## config.mk

```make
export PLATFORM = sky130hd
export DESIGN_NAME = cip_path_segment_parser
export DESIGN_NICKNAME = d
export VERILOG_FILES = /design/src/hw/rtl/cps_pkg.sv /design/src/hw/rtl/cps_step.sv /design/src/hw/rtl/cps_outq.sv /design/src/hw/rtl/cip_path_segment_parser.sv
export SDC_FILE = /design/constraint.sdc
export NUM_CORES = 1
export LEC_CHECK = 0
export BUFFER_PORTS_ARGS = -buffer_cell sky130_fd_sc_hd__buf_2
export CORE_MARGIN = 2
export CORE_UTILIZATION = 56
export DETAILED_ROUTE_END_ITERATION = 8
export HOLD_SLACK_MARGIN = 0.1
export PLACE_DENSITY_LB_ADDON = 0.1
export SLEW_MARGIN = 25
export SYNTH_ARGS = -nofsm -noshare
export SYNTH_HDL_FRONTEND = slang
export SYNTH_HIERARCHICAL = 1
export SYNTH_SLANG_ARGS = --single-unit
```

## constraint.sdc

```tcl
create_clock -name clk -period 12.3 [get_ports clk]
set_input_delay 2.46 -clock clk [delete_from_list [all_inputs] [get_ports clk]]
set_output_delay 2.46 -clock clk [all_outputs]
set_load 0.02 [all_outputs]
```

## src/hw/rtl/cps_pkg.sv

```systemverilog
// Shared types and constants for the request path segment parser.
// No dependencies; used by every module of the block.
`timescale 1ns / 1ps
package cps_pkg;

  localparam int unsigned MAX_PATH_BYTES = 510;
  localparam int unsigned OFF_W = 9;

  localparam logic [7:0] SYM_SEGMENT = 8'h91;
  localparam logic [7:0] DOT_CHAR    = 8'h2E;

  localparam logic [2:0] KIND_CLASS     = 3'd0;
  localparam logic [2:0] KIND_INSTANCE  = 3'd1;
  localparam logic [2:0] KIND_ATTRIBUTE = 3'd2;
  localparam logic [2:0] KIND_CONN_PT   = 3'd3;
  localparam logic [2:0] KIND_ELEMENT   = 3'd4;
  localparam logic [2:0] KIND_NAME_CHAR = 3'd5;
  localparam logic [2:0] KIND_END       = 3'd6;

  localparam logic [1:0] RSN_COMPLETE  = 2'd0;
  localparam logic [1:0] RSN_UNKNOWN   = 2'd1;
  localparam logic [1:0] RSN_TRUNCATED = 2'd2;
  localparam logic [1:0] RSN_FORMAT    = 2'd3;

  localparam logic [2:0] LT_CLASS     = 3'd0;
  localparam logic [2:0] LT_INSTANCE  = 3'd1;
  localparam logic [2:0] LT_ELEMENT   = 3'd2;
  localparam logic [2:0] LT_CONN_PT   = 3'd3;
  localparam logic [2:0] LT_ATTRIBUTE = 3'd4;

  localparam logic [1:0] REG_PATH_LENGTH = 2'd0;

  typedef enum logic [2:0] {
    PH_SEG       = 3'd0,
    PH_SYM_COUNT = 3'd1,
    PH_SYM_CHARS = 3'd2,
    PH_SYM_PAD   = 3'd3,
    PH_LOG_PAD   = 3'd4,
    PH_LOG_VALUE = 3'd5
  } phase_t;

  typedef struct packed {
    logic [7:0] path_byte;
    logic       start_of_path;
  } in_t;

  typedef struct packed {
    logic [2:0]  kind;
    logic [31:0] value;
    logic [8:0]  consumed;
    logic [1:0]  stop_reason;
    logic        last;
  } out_t;

  typedef struct packed {
    phase_t           phase;
    logic [OFF_W-1:0] byte_offset;
    logic [31:0]      value_accumulator;
    logic [2:0]       value_bytes_left;
    logic [2:0]       segment_logical_type;
    logic [7:0]       name_chars_left;
    logic             name_pad_pending;
    logic             seen_symbolic;
    logic             parse_stopped;
    logic [2:0]       value_width;
  } st_t;

  localparam st_t ST_RESET = '{
    phase: PH_SEG, byte_offset: '0, value_accumulator: '0, value_bytes_left: '0,
    segment_logical_type: '0, name_chars_left: '0, name_pad_pending: 1'b0,
    seen_symbolic: 1'b0, parse_stopped: 1'b0, value_width: '0
  };

  typedef struct packed {
    logic [1:0] cnt;
    out_t       r0;
    out_t       r1;
  } step_res_t;

endpackage

```

## src/hw/rtl/cps_step.sv

```systemverilog
// Next-state and result logic for one path byte.
// Depends on cps_pkg.
`timescale 1ns / 1ps
module cps_step import cps_pkg::*; (
  input  st_t              st_i,
  input  in_t              in_i,
  input  logic [OFF_W-1:0] len_i,
  output st_t              st_o,
  output step_res_t        res_o
);

  st_t              s;
  st_t              nx;
  logic [OFF_W-1:0] off;
  logic [OFF_W-1:0] pos;
  logic [OFF_W-1:0] end_cons;
  logic [1:0]       end_rsn;
  logic             end_vld;
  logic             item_vld;
  out_t             item;
  out_t             end_item;
  logic [7:0]       b;
  logic [2:0]       width;
  logic             pad;
  logic [31:0]      acc;
  logic [31:0]      v;
  logic [7:0]       chars_left;

  always_comb begin
    s        = in_i.start_of_path ? ST_RESET : st_i;
    nx       = s;
    b        = in_i.path_byte;
    off      = s.byte_offset + OFF_W'(1);
    end_vld  = 1'b0;
    end_cons = s.byte_offset;
    end_rsn  = RSN_COMPLETE;
    item_vld = 1'b0;
    item     = '0;
    width    = 3'd1;
    pad      = 1'b0;
    pos      = off;
    acc      = '0;
    v        = '0;
    chars_left = '0;

    if (!in_i.start_of_path && st_i.parse_stopped) begin
      nx = st_i;
    end else if (s.byte_offset >= len_i) begin
      end_vld  = 1'b1;
      end_cons = s.byte_offset;
      end_rsn  = (s.phase == PH_SEG || s.phase == PH_SYM_PAD) ? RSN_COMPLETE : RSN_TRUNCATED;
    end else begin
      nx.byte_offset = off;
      case (s.phase)
        PH_SEG: begin
          if (b == SYM_SEGMENT) begin
            nx.phase = PH_SYM_COUNT;
            if (off >= len_i) begin
              end_vld  = 1'b1;
              end_cons = off;
              end_rsn  = RSN_TRUNCATED;
            end
          end else if (b[7:5] != 3'b001) begin
            nx.byte_offset = s.byte_offset;
            end_vld  = 1'b1;
            end_cons = s.byte_offset;
            end_rsn  = RSN_UNKNOWN;
          end else begin
            nx.segment_logical_type = b[4:2];
            if (b[1:0] == 2'd3) begin
              end_vld  = 1'b1;
              end_cons = off;
              end_rsn  = RSN_FORMAT;
            end else begin
              width = (b[1:0] == 2'd0) ? 3'd1 : ((b[1:0] == 2'd1) ? 3'd2 : 3'd4);
              pad   = (width != 3'd1) && off[0];
              pos   = off + {{(OFF_W-1){1'b0}}, pad};
              nx.value_width = width;
              if (({1'b0, pos} + {{(OFF_W-2){1'b0}}, width}) > {1'b0, len_i}) begin
                nx.byte_offset = pos;
                end_vld  = 1'b1;
                end_cons = pos;
                end_rsn  = RSN_TRUNCATED;
              end else begin
                nx.value_accumulator = '0;
                nx.value_bytes_left  = width;
                nx.phase = pad ? PH_LOG_PAD : PH_LOG_VALUE;
              end
            end
          end
        end
        PH_SYM_COUNT: begin
          if (({1'b0, off} + {{(OFF_W-7){1'b0}}, b}) > {1'b0, len_i}) begin
            end_vld  = 1'b1;
            end_cons = off;
            end_rsn  = RSN_TRUNCATED;
          end else begin
            if (s.seen_symbolic) begin
              item_vld   = 1'b1;
              item.kind  = KIND_NAME_CHAR;
              item.value = {24'd0, DOT_CHAR};
            end
            nx.seen_symbolic    = 1'b1;
            nx.name_chars_left  = b;
            nx.name_pad_pending = b[0];
            nx.phase = (b == 8'd0) ? PH_SEG : PH_SYM_CHARS;
          end
        end
        PH_SYM_CHARS: begin
          item_vld   = 1'b1;
          item.kind  = KIND_NAME_CHAR;
          item.value = {24'd0, b};
          chars_left = s.name_chars_left - 8'd1;
          nx.name_chars_left = chars_left;
          if (chars_left == 8'd0) begin
            if (s.name_pad_pending) begin
              nx.name_pad_pending = 1'b0;
              if (off >= len_i) begin
                nx.byte_offset = off + OFF_W'(1);
                end_vld  = 1'b1;
                end_cons = off + OFF_W'(1);
                end_rsn  = RSN_COMPLETE;
              end else begin
                nx.phase = PH_SYM_PAD;
              end
            end else begin
              nx.phase = PH_SEG;
            end
          end
        end
        PH_SYM_PAD: nx.phase = PH_SEG;
        PH_LOG_PAD: nx.phase = PH_LOG_VALUE;
        PH_LOG_VALUE: begin
          acc = {b, s.value_accumulator[31:8]};
          nx.value_accumulator = acc;
          nx.value_bytes_left  = s.value_bytes_left - 3'd1;
          if (nx.value_bytes_left == 3'd0) begin
            case (s.value_width)
              3'd1:    v = acc >> 24;
              3'd2:    v = acc >> 16;
              default: v = acc;
            endcase
            case (s.segment_logical_type)
              LT_CLASS: begin
                item_vld = 1'b1; item.kind = KIND_CLASS; item.value = v;
              end
              LT_INSTANCE: begin
                item_vld = 1'b1; item.kind = KIND_INSTANCE; item.value = v;
              end
              LT_ELEMENT: begin
                item_vld = 1'b1; item.kind = KIND_ELEMENT; item.value = v;
              end
              LT_CONN_PT: begin
                item_vld = 1'b1; item.kind = KIND_CONN_PT; item.value = {16'd0, v[15:0]};
              end
              LT_ATTRIBUTE: begin
                item_vld = 1'b1; item.kind = KIND_ATTRIBUTE; item.value = {16'd0, v[15:0]};
              end
              default: item_vld = 1'b0;
            endcase
            nx.phase = PH_SEG;
          end
        end
        default: nx.phase = PH_SEG;
      endcase
      if (!end_vld && nx.phase == PH_SEG && nx.byte_offset >= len_i) begin
        end_vld  = 1'b1;
        end_cons = nx.byte_offset;
        end_rsn  = RSN_COMPLETE;
      end
    end

    if (end_vld) begin
      nx.parse_stopped = 1'b1;
    end

    end_item             = '0;
    end_item.kind        = KIND_END;
    end_item.consumed    = (end_cons > len_i) ? len_i : end_cons;
    end_item.stop_reason = end_rsn;
    end_item.last        = 1'b1;

    st_o       = nx;
    res_o.cnt  = {1'b0, item_vld} + {1'b0, end_vld};
    res_o.r0   = item_vld ? item : end_item;
    res_o.r1   = end_item;
  end

endmodule

```

## src/hw/rtl/cps_outq.sv

```systemverilog
// Four-entry result queue: takes up to two results per cycle, hands out one.
// Depends on cps_pkg.
`timescale 1ns / 1ps
module cps_outq import cps_pkg::*; (
  input  logic      clk,
  input  logic      rst_n,
  input  logic      push,
  input  step_res_t res_i,
  output logic      room,
  output logic      out_valid,
  input  logic      out_ready,
  output out_t      out_data
);

  out_t       mem_r [4];
  logic [1:0] wr_r;
  logic [1:0] wr_nxt;
  logic [1:0] rd_r;
  logic [1:0] rd_nxt;
  logic [2:0] cnt_r;
  logic [2:0] cnt_nxt;
  logic [1:0] n_push;
  logic       pop;

  assign room      = (cnt_r <= 3'd2);
  assign out_valid = (cnt_r != 3'd0);
  assign out_data  = mem_r[rd_r];
  assign pop       = out_valid && out_ready;
  assign n_push    = push ? res_i.cnt : 2'd0;
  assign wr_nxt    = wr_r + n_push;
  assign rd_nxt    = rd_r + {1'b0, pop};
  assign cnt_nxt   = cnt_r + {1'b0, n_push} - {2'b0, pop};

  always_ff @(posedge clk) begin
    if (!rst_n) begin
      wr_r  <= '0;
      rd_r  <= '0;
      cnt_r <= '0;
    end else begin
      wr_r  <= wr_nxt;
      rd_r  <= rd_nxt;
      cnt_r <= cnt_nxt;
    end
  end

  always_ff @(posedge clk) begin
    if (n_push != 2'd0) begin
      mem_r[wr_r] <= res_i.r0;
    end
    if (n_push == 2'd2) begin
      mem_r[wr_r + 2'd1] <= res_i.r1;
    end
  end

endmodule

```

## src/hw/rtl/cip_path_segment_parser.sv

```systemverilog
// Request path segment parser: one path byte per cycle, results to a queue.
// Each result is written into the result queue when its byte is accepted and is offered from the queue head.
// Throughput: one byte per cycle while the four-entry result queue has at least two free slots.
// Reset (rst_n low, synchronous): parser at offset zero, path_length = 2, queue empty.
// Depends on cps_pkg, cps_step, cps_outq.
`timescale 1ns / 1ps
module cip_path_segment_parser import cps_pkg::*; (
  input  logic        clk,
  input  logic        rst_n,
  input  logic        in_valid,
  output logic        in_ready,
  input  in_t         in_data,
  output logic        out_valid,
  input  logic        out_ready,
  output out_t        out_data,
  input  logic        psel,
  input  logic        penable,
  input  logic        pwrite,
  input  logic [1:0]  paddr,
  input  logic [31:0] pwdata,
  output logic [31:0] prdata,
  output logic        pready
);

  st_t              st_r;
  st_t              st_nxt;
  step_res_t        res;
  logic [OFF_W-1:0] path_length_r;
  logic [OFF_W-1:0] len;
  logic             room;
  logic             in_acc;

  assign pready = 1'b1;
  assign prdata = {{(32-OFF_W){1'b0}}, path_length_r};
  assign len    = (path_length_r > OFF_W'(MAX_PATH_BYTES)) ? OFF_W'(MAX_PATH_BYTES)
                                                           : path_length_r;
  assign in_ready = room;
  assign in_acc   = in_valid && room;

  cps_step u_step (
    .st_i  (st_r),
    .in_i  (in_data),
    .len_i (len),
    .st_o  (st_nxt),
    .res_o (res)
  );

  cps_outq u_outq (
    .clk       (clk),
    .rst_n     (rst_n),
    .push      (in_acc),
    .res_i     (res),
    .room      (room),
    .out_valid (out_valid),
    .out_ready (out_ready),
    .out_data  (out_data)
  );

  always_ff @(posedge clk) begin
    if (!rst_n) begin
      st_r          <= ST_RESET;
      path_length_r <= OFF_W'(2);
    end else begin
      if (in_acc) begin
        st_r <= st_nxt;
      end
      if (psel && penable && pwrite && pready && paddr == REG_PATH_LENGTH) begin
        path_length_r <= pwdata[OFF_W-1:0];
      end
    end
  end

endmodule

```

==> metrics.csv <==
stage,metric,value,unit
status,status,completed,
detailed_routing,maxUsedRoutingLayer,met5,
worst_setup_path,slowest_stage,or3_1,
run,maxCapViolations,0,
detailed_routing,first_pass_iters,8,
sta,fin_setup_tns,0,ns
clock_tree,cts_tree,built,
final_layout,area_growth,9.42,%
worst_setup_path,critPathMaxFanout,10,
worst_setup_path,cpMostUsedCell,ha_1,
placement,dpl.hpwl,40700,µm
worst_setup_path,r2r_start,st_r[52]$_SDFFE_PN0P_,
hold_path,worstHoldPathType,register to register,
grt,grt_start_max_net_pins,82,
yosys,syn_inst,1886,
clock_tree,root_buffer,clkbuf_16,
placement,gp_congestion,1.05,
worst_setup_path,reg2reg_depth,42,
sta,worst_slack,0.829,ns
detailed_routing,routed-wl-met3,4400,µm
final_layout,final_core_util,0.624,
detailed_routing,met2_length,27300,µm
sta,fmax,87.2,MHz
worst_setup_path,rr_endpoint,u_outq/mem_r[0][6]$_DFFE_PP_,
detailed_routing,wl_per_cell,24.5,µm
sta,fin_crit_sh,0.933,
clock_tree,numCtsBuffers,29,
final_layout,stdcell_count,2423,
clock_tree,clock_latency,0.56,ns
grt,grt_pass1_wl,90500,µm
clock_tree,h-tree-depth,1,
sta,hold_viol_final,0,
final_layout,final_nets,2078,
grt,grt_pass1_vias,14963,
clock_tree,ctsLongestPathBuffers,3,
grt,track_usage,0.328,
sta,rsz0062_at_grt,no,
clock_tree,cts_resized,0,
final_layout,drive_gt1_frac,0.273,
pwr,worst_ir_drop_vdd,0.118,mV
sta,relSlewSlack,0.331,
detailed_routing,first_iter_violations,1543,
yosys,syn_area,0.0192,mm²
final_layout,fillers,2745,
clock_tree,clock-sinks,260,
worst_setup_path,cp-start-kind,input port,
hold_path,hold_end,st_r[18]$_SDFFE_PN0P_,
sta,fin_crit,11.47,ns
hold_path,holdPathStages,2,
sta,worst_pin_slew,0.996,ns
detailed_routing,vias,15555,
sta,fin_worst_skew,0.0168,ns
detailed_routing,route.detailed.drc,0,
grt,antenna_found_initial,3,
floorplan,rows,67,
detailed_routing,via_per_inst,6.42,
floorplan,die-area,0.0357,mm²
worst_setup_path,arrival,11.88,ns
yosys,post_synth.cell_area_avg,10.2,µm²
placement,post-place-ws,0.550,ns
worst_setup_path,critPathCaptureType,register,
detailed_routing,met1Wirelength,24200,µm
grt,overflow,0,
pwr,p_total,3090,µW
floorplan,start_util,0.570,
pwr,p_per_area,147,mW/mm²
sta,maxSlewViolCount,0,
clock_tree,holdBufCountCts,0,
detailed_routing,wirelength,59200,µm
floorplan,die_h,189,µm
worst_setup_path,rrSetupSlack,2.60,ns
floorplan,io_pins,132,
placement,numPortBuffers,84,
sta,setup_viol,0,
worst_setup_path,required,12.71,ns
yosys,yosys_warnings,6,
placement,dp_cells,2368,
floorplan,coreArea,0.0336,mm²
pwr,p_leak,0.00786,µW
clock_tree,postCtsSetupBuffers,0,
worst_setup_path,cpPeakStageDelay,0.55,ns
floorplan,die_width,189,µm
hold_path,hold_start,st_r[18]$_SDFFE_PN0P_,
detailed_routing,drtAntennaViolNets,0,
clock_tree,path_clk_slew,0.06,ns
worst_setup_path,crit_type,input port to register,
how the worst max path moves through the flow:
stage	startpoint	depth (start not counted)	end
floorplan	in_data[0]	40	u_outq/mem_r[1][0]$_DFFE_PP_
global placement	in_data[0]	43	u_outq/mem_r[0][6]$_DFFE_PP_
detailed placement	in_data[0]	43	u_outq/mem_r[3][6]$_DFFE_PP_
CTS	in_data[0]	43	u_outq/mem_r[0][6]$_DFFE_PP_
global route	in_data[0]	43	u_outq/mem_r[0][6]$_DFFE_PP_
finish	in_data[0]	43	u_outq/mem_r[0][6]$_DFFE_PP_
state kept, by name, indices dropped and copies added, names as in the netlist:
signal,flops
u_outq/wr_r,2
u_outq/mem_r,188
path_length_r,9
u_outq/cnt_r,3
st_r,56
u_outq/rd_r,2
where the power goes:
| part | switching [µW] | internal [µW] | total, µW |
|---|---|---|---|
| combinational | 645 | 461 | 1110 |
| clock | 368 | 501 | 869 |
| sequential | 55.5 | 1060 | 1120 |
| total | 1070 | 2020 | 3090 |
placed cells by master, fill, tap and decap left out, types with 30 or more instances in the layout:
master	instances
nand3_1	33
o21ai_0	66
edfxtp_1	188
xnor2_1	34
a22oi_1	30
mux2_4	30
ha_1	73
inv_1	32
and2_1	32
nor2_1	124
mux2_2	163
buf_4	88
nand2_1	213
buf_2	84
mux4_2	47
dfxtp_1	70
conb_1	60
a21boi_1	40
a21oi_1	81
area by class of cell:
type                       instances  area, µm²  share of cell area
multi-input combinational       1440      11000               0.525
sequential                       260       7090               0.338
timing repair buffer             177       1180              0.0563
clock buffer                      35        788              0.0376
tap                              448        561              0.0267
clock inverter                    18        170             0.00812
inverter                          44        166             0.00794
antenna                            1       2.50            0.000119
routing by layer:
metal | up-vias | global-route usage
li1 | 7072 | -
met1 | 7619 | 0.433
met2 | 687 | 0.535
met3 | 175 | 0.0465
met4 | 2 | 0.156
met5 | - | 0
through the flow:
step	hold slack [ns]	cell area (µm²)
after CTS	0.459	20900
after floorplan	0.432	19400
final	0.457	21000
after global routing	0.477	21000
after global placement	0.442	20000
after detailed placement	0.450	20000
worst max-delay path: cells and delay by family:
| kind | cells | cell delay [ns] |
|---|---|---|
| simple gates | 9 | 2.03 |
| compound gates | 17 | 3.52 |
| buf+inv | 6 | 0.96 |
| mux | 3 | 0.58 |
| fa+ha+maj | 6 | 1.94 |
| xor+xnor | 2 | 0.39 |
Note: power is estimated with default switching activity, not from simulation.
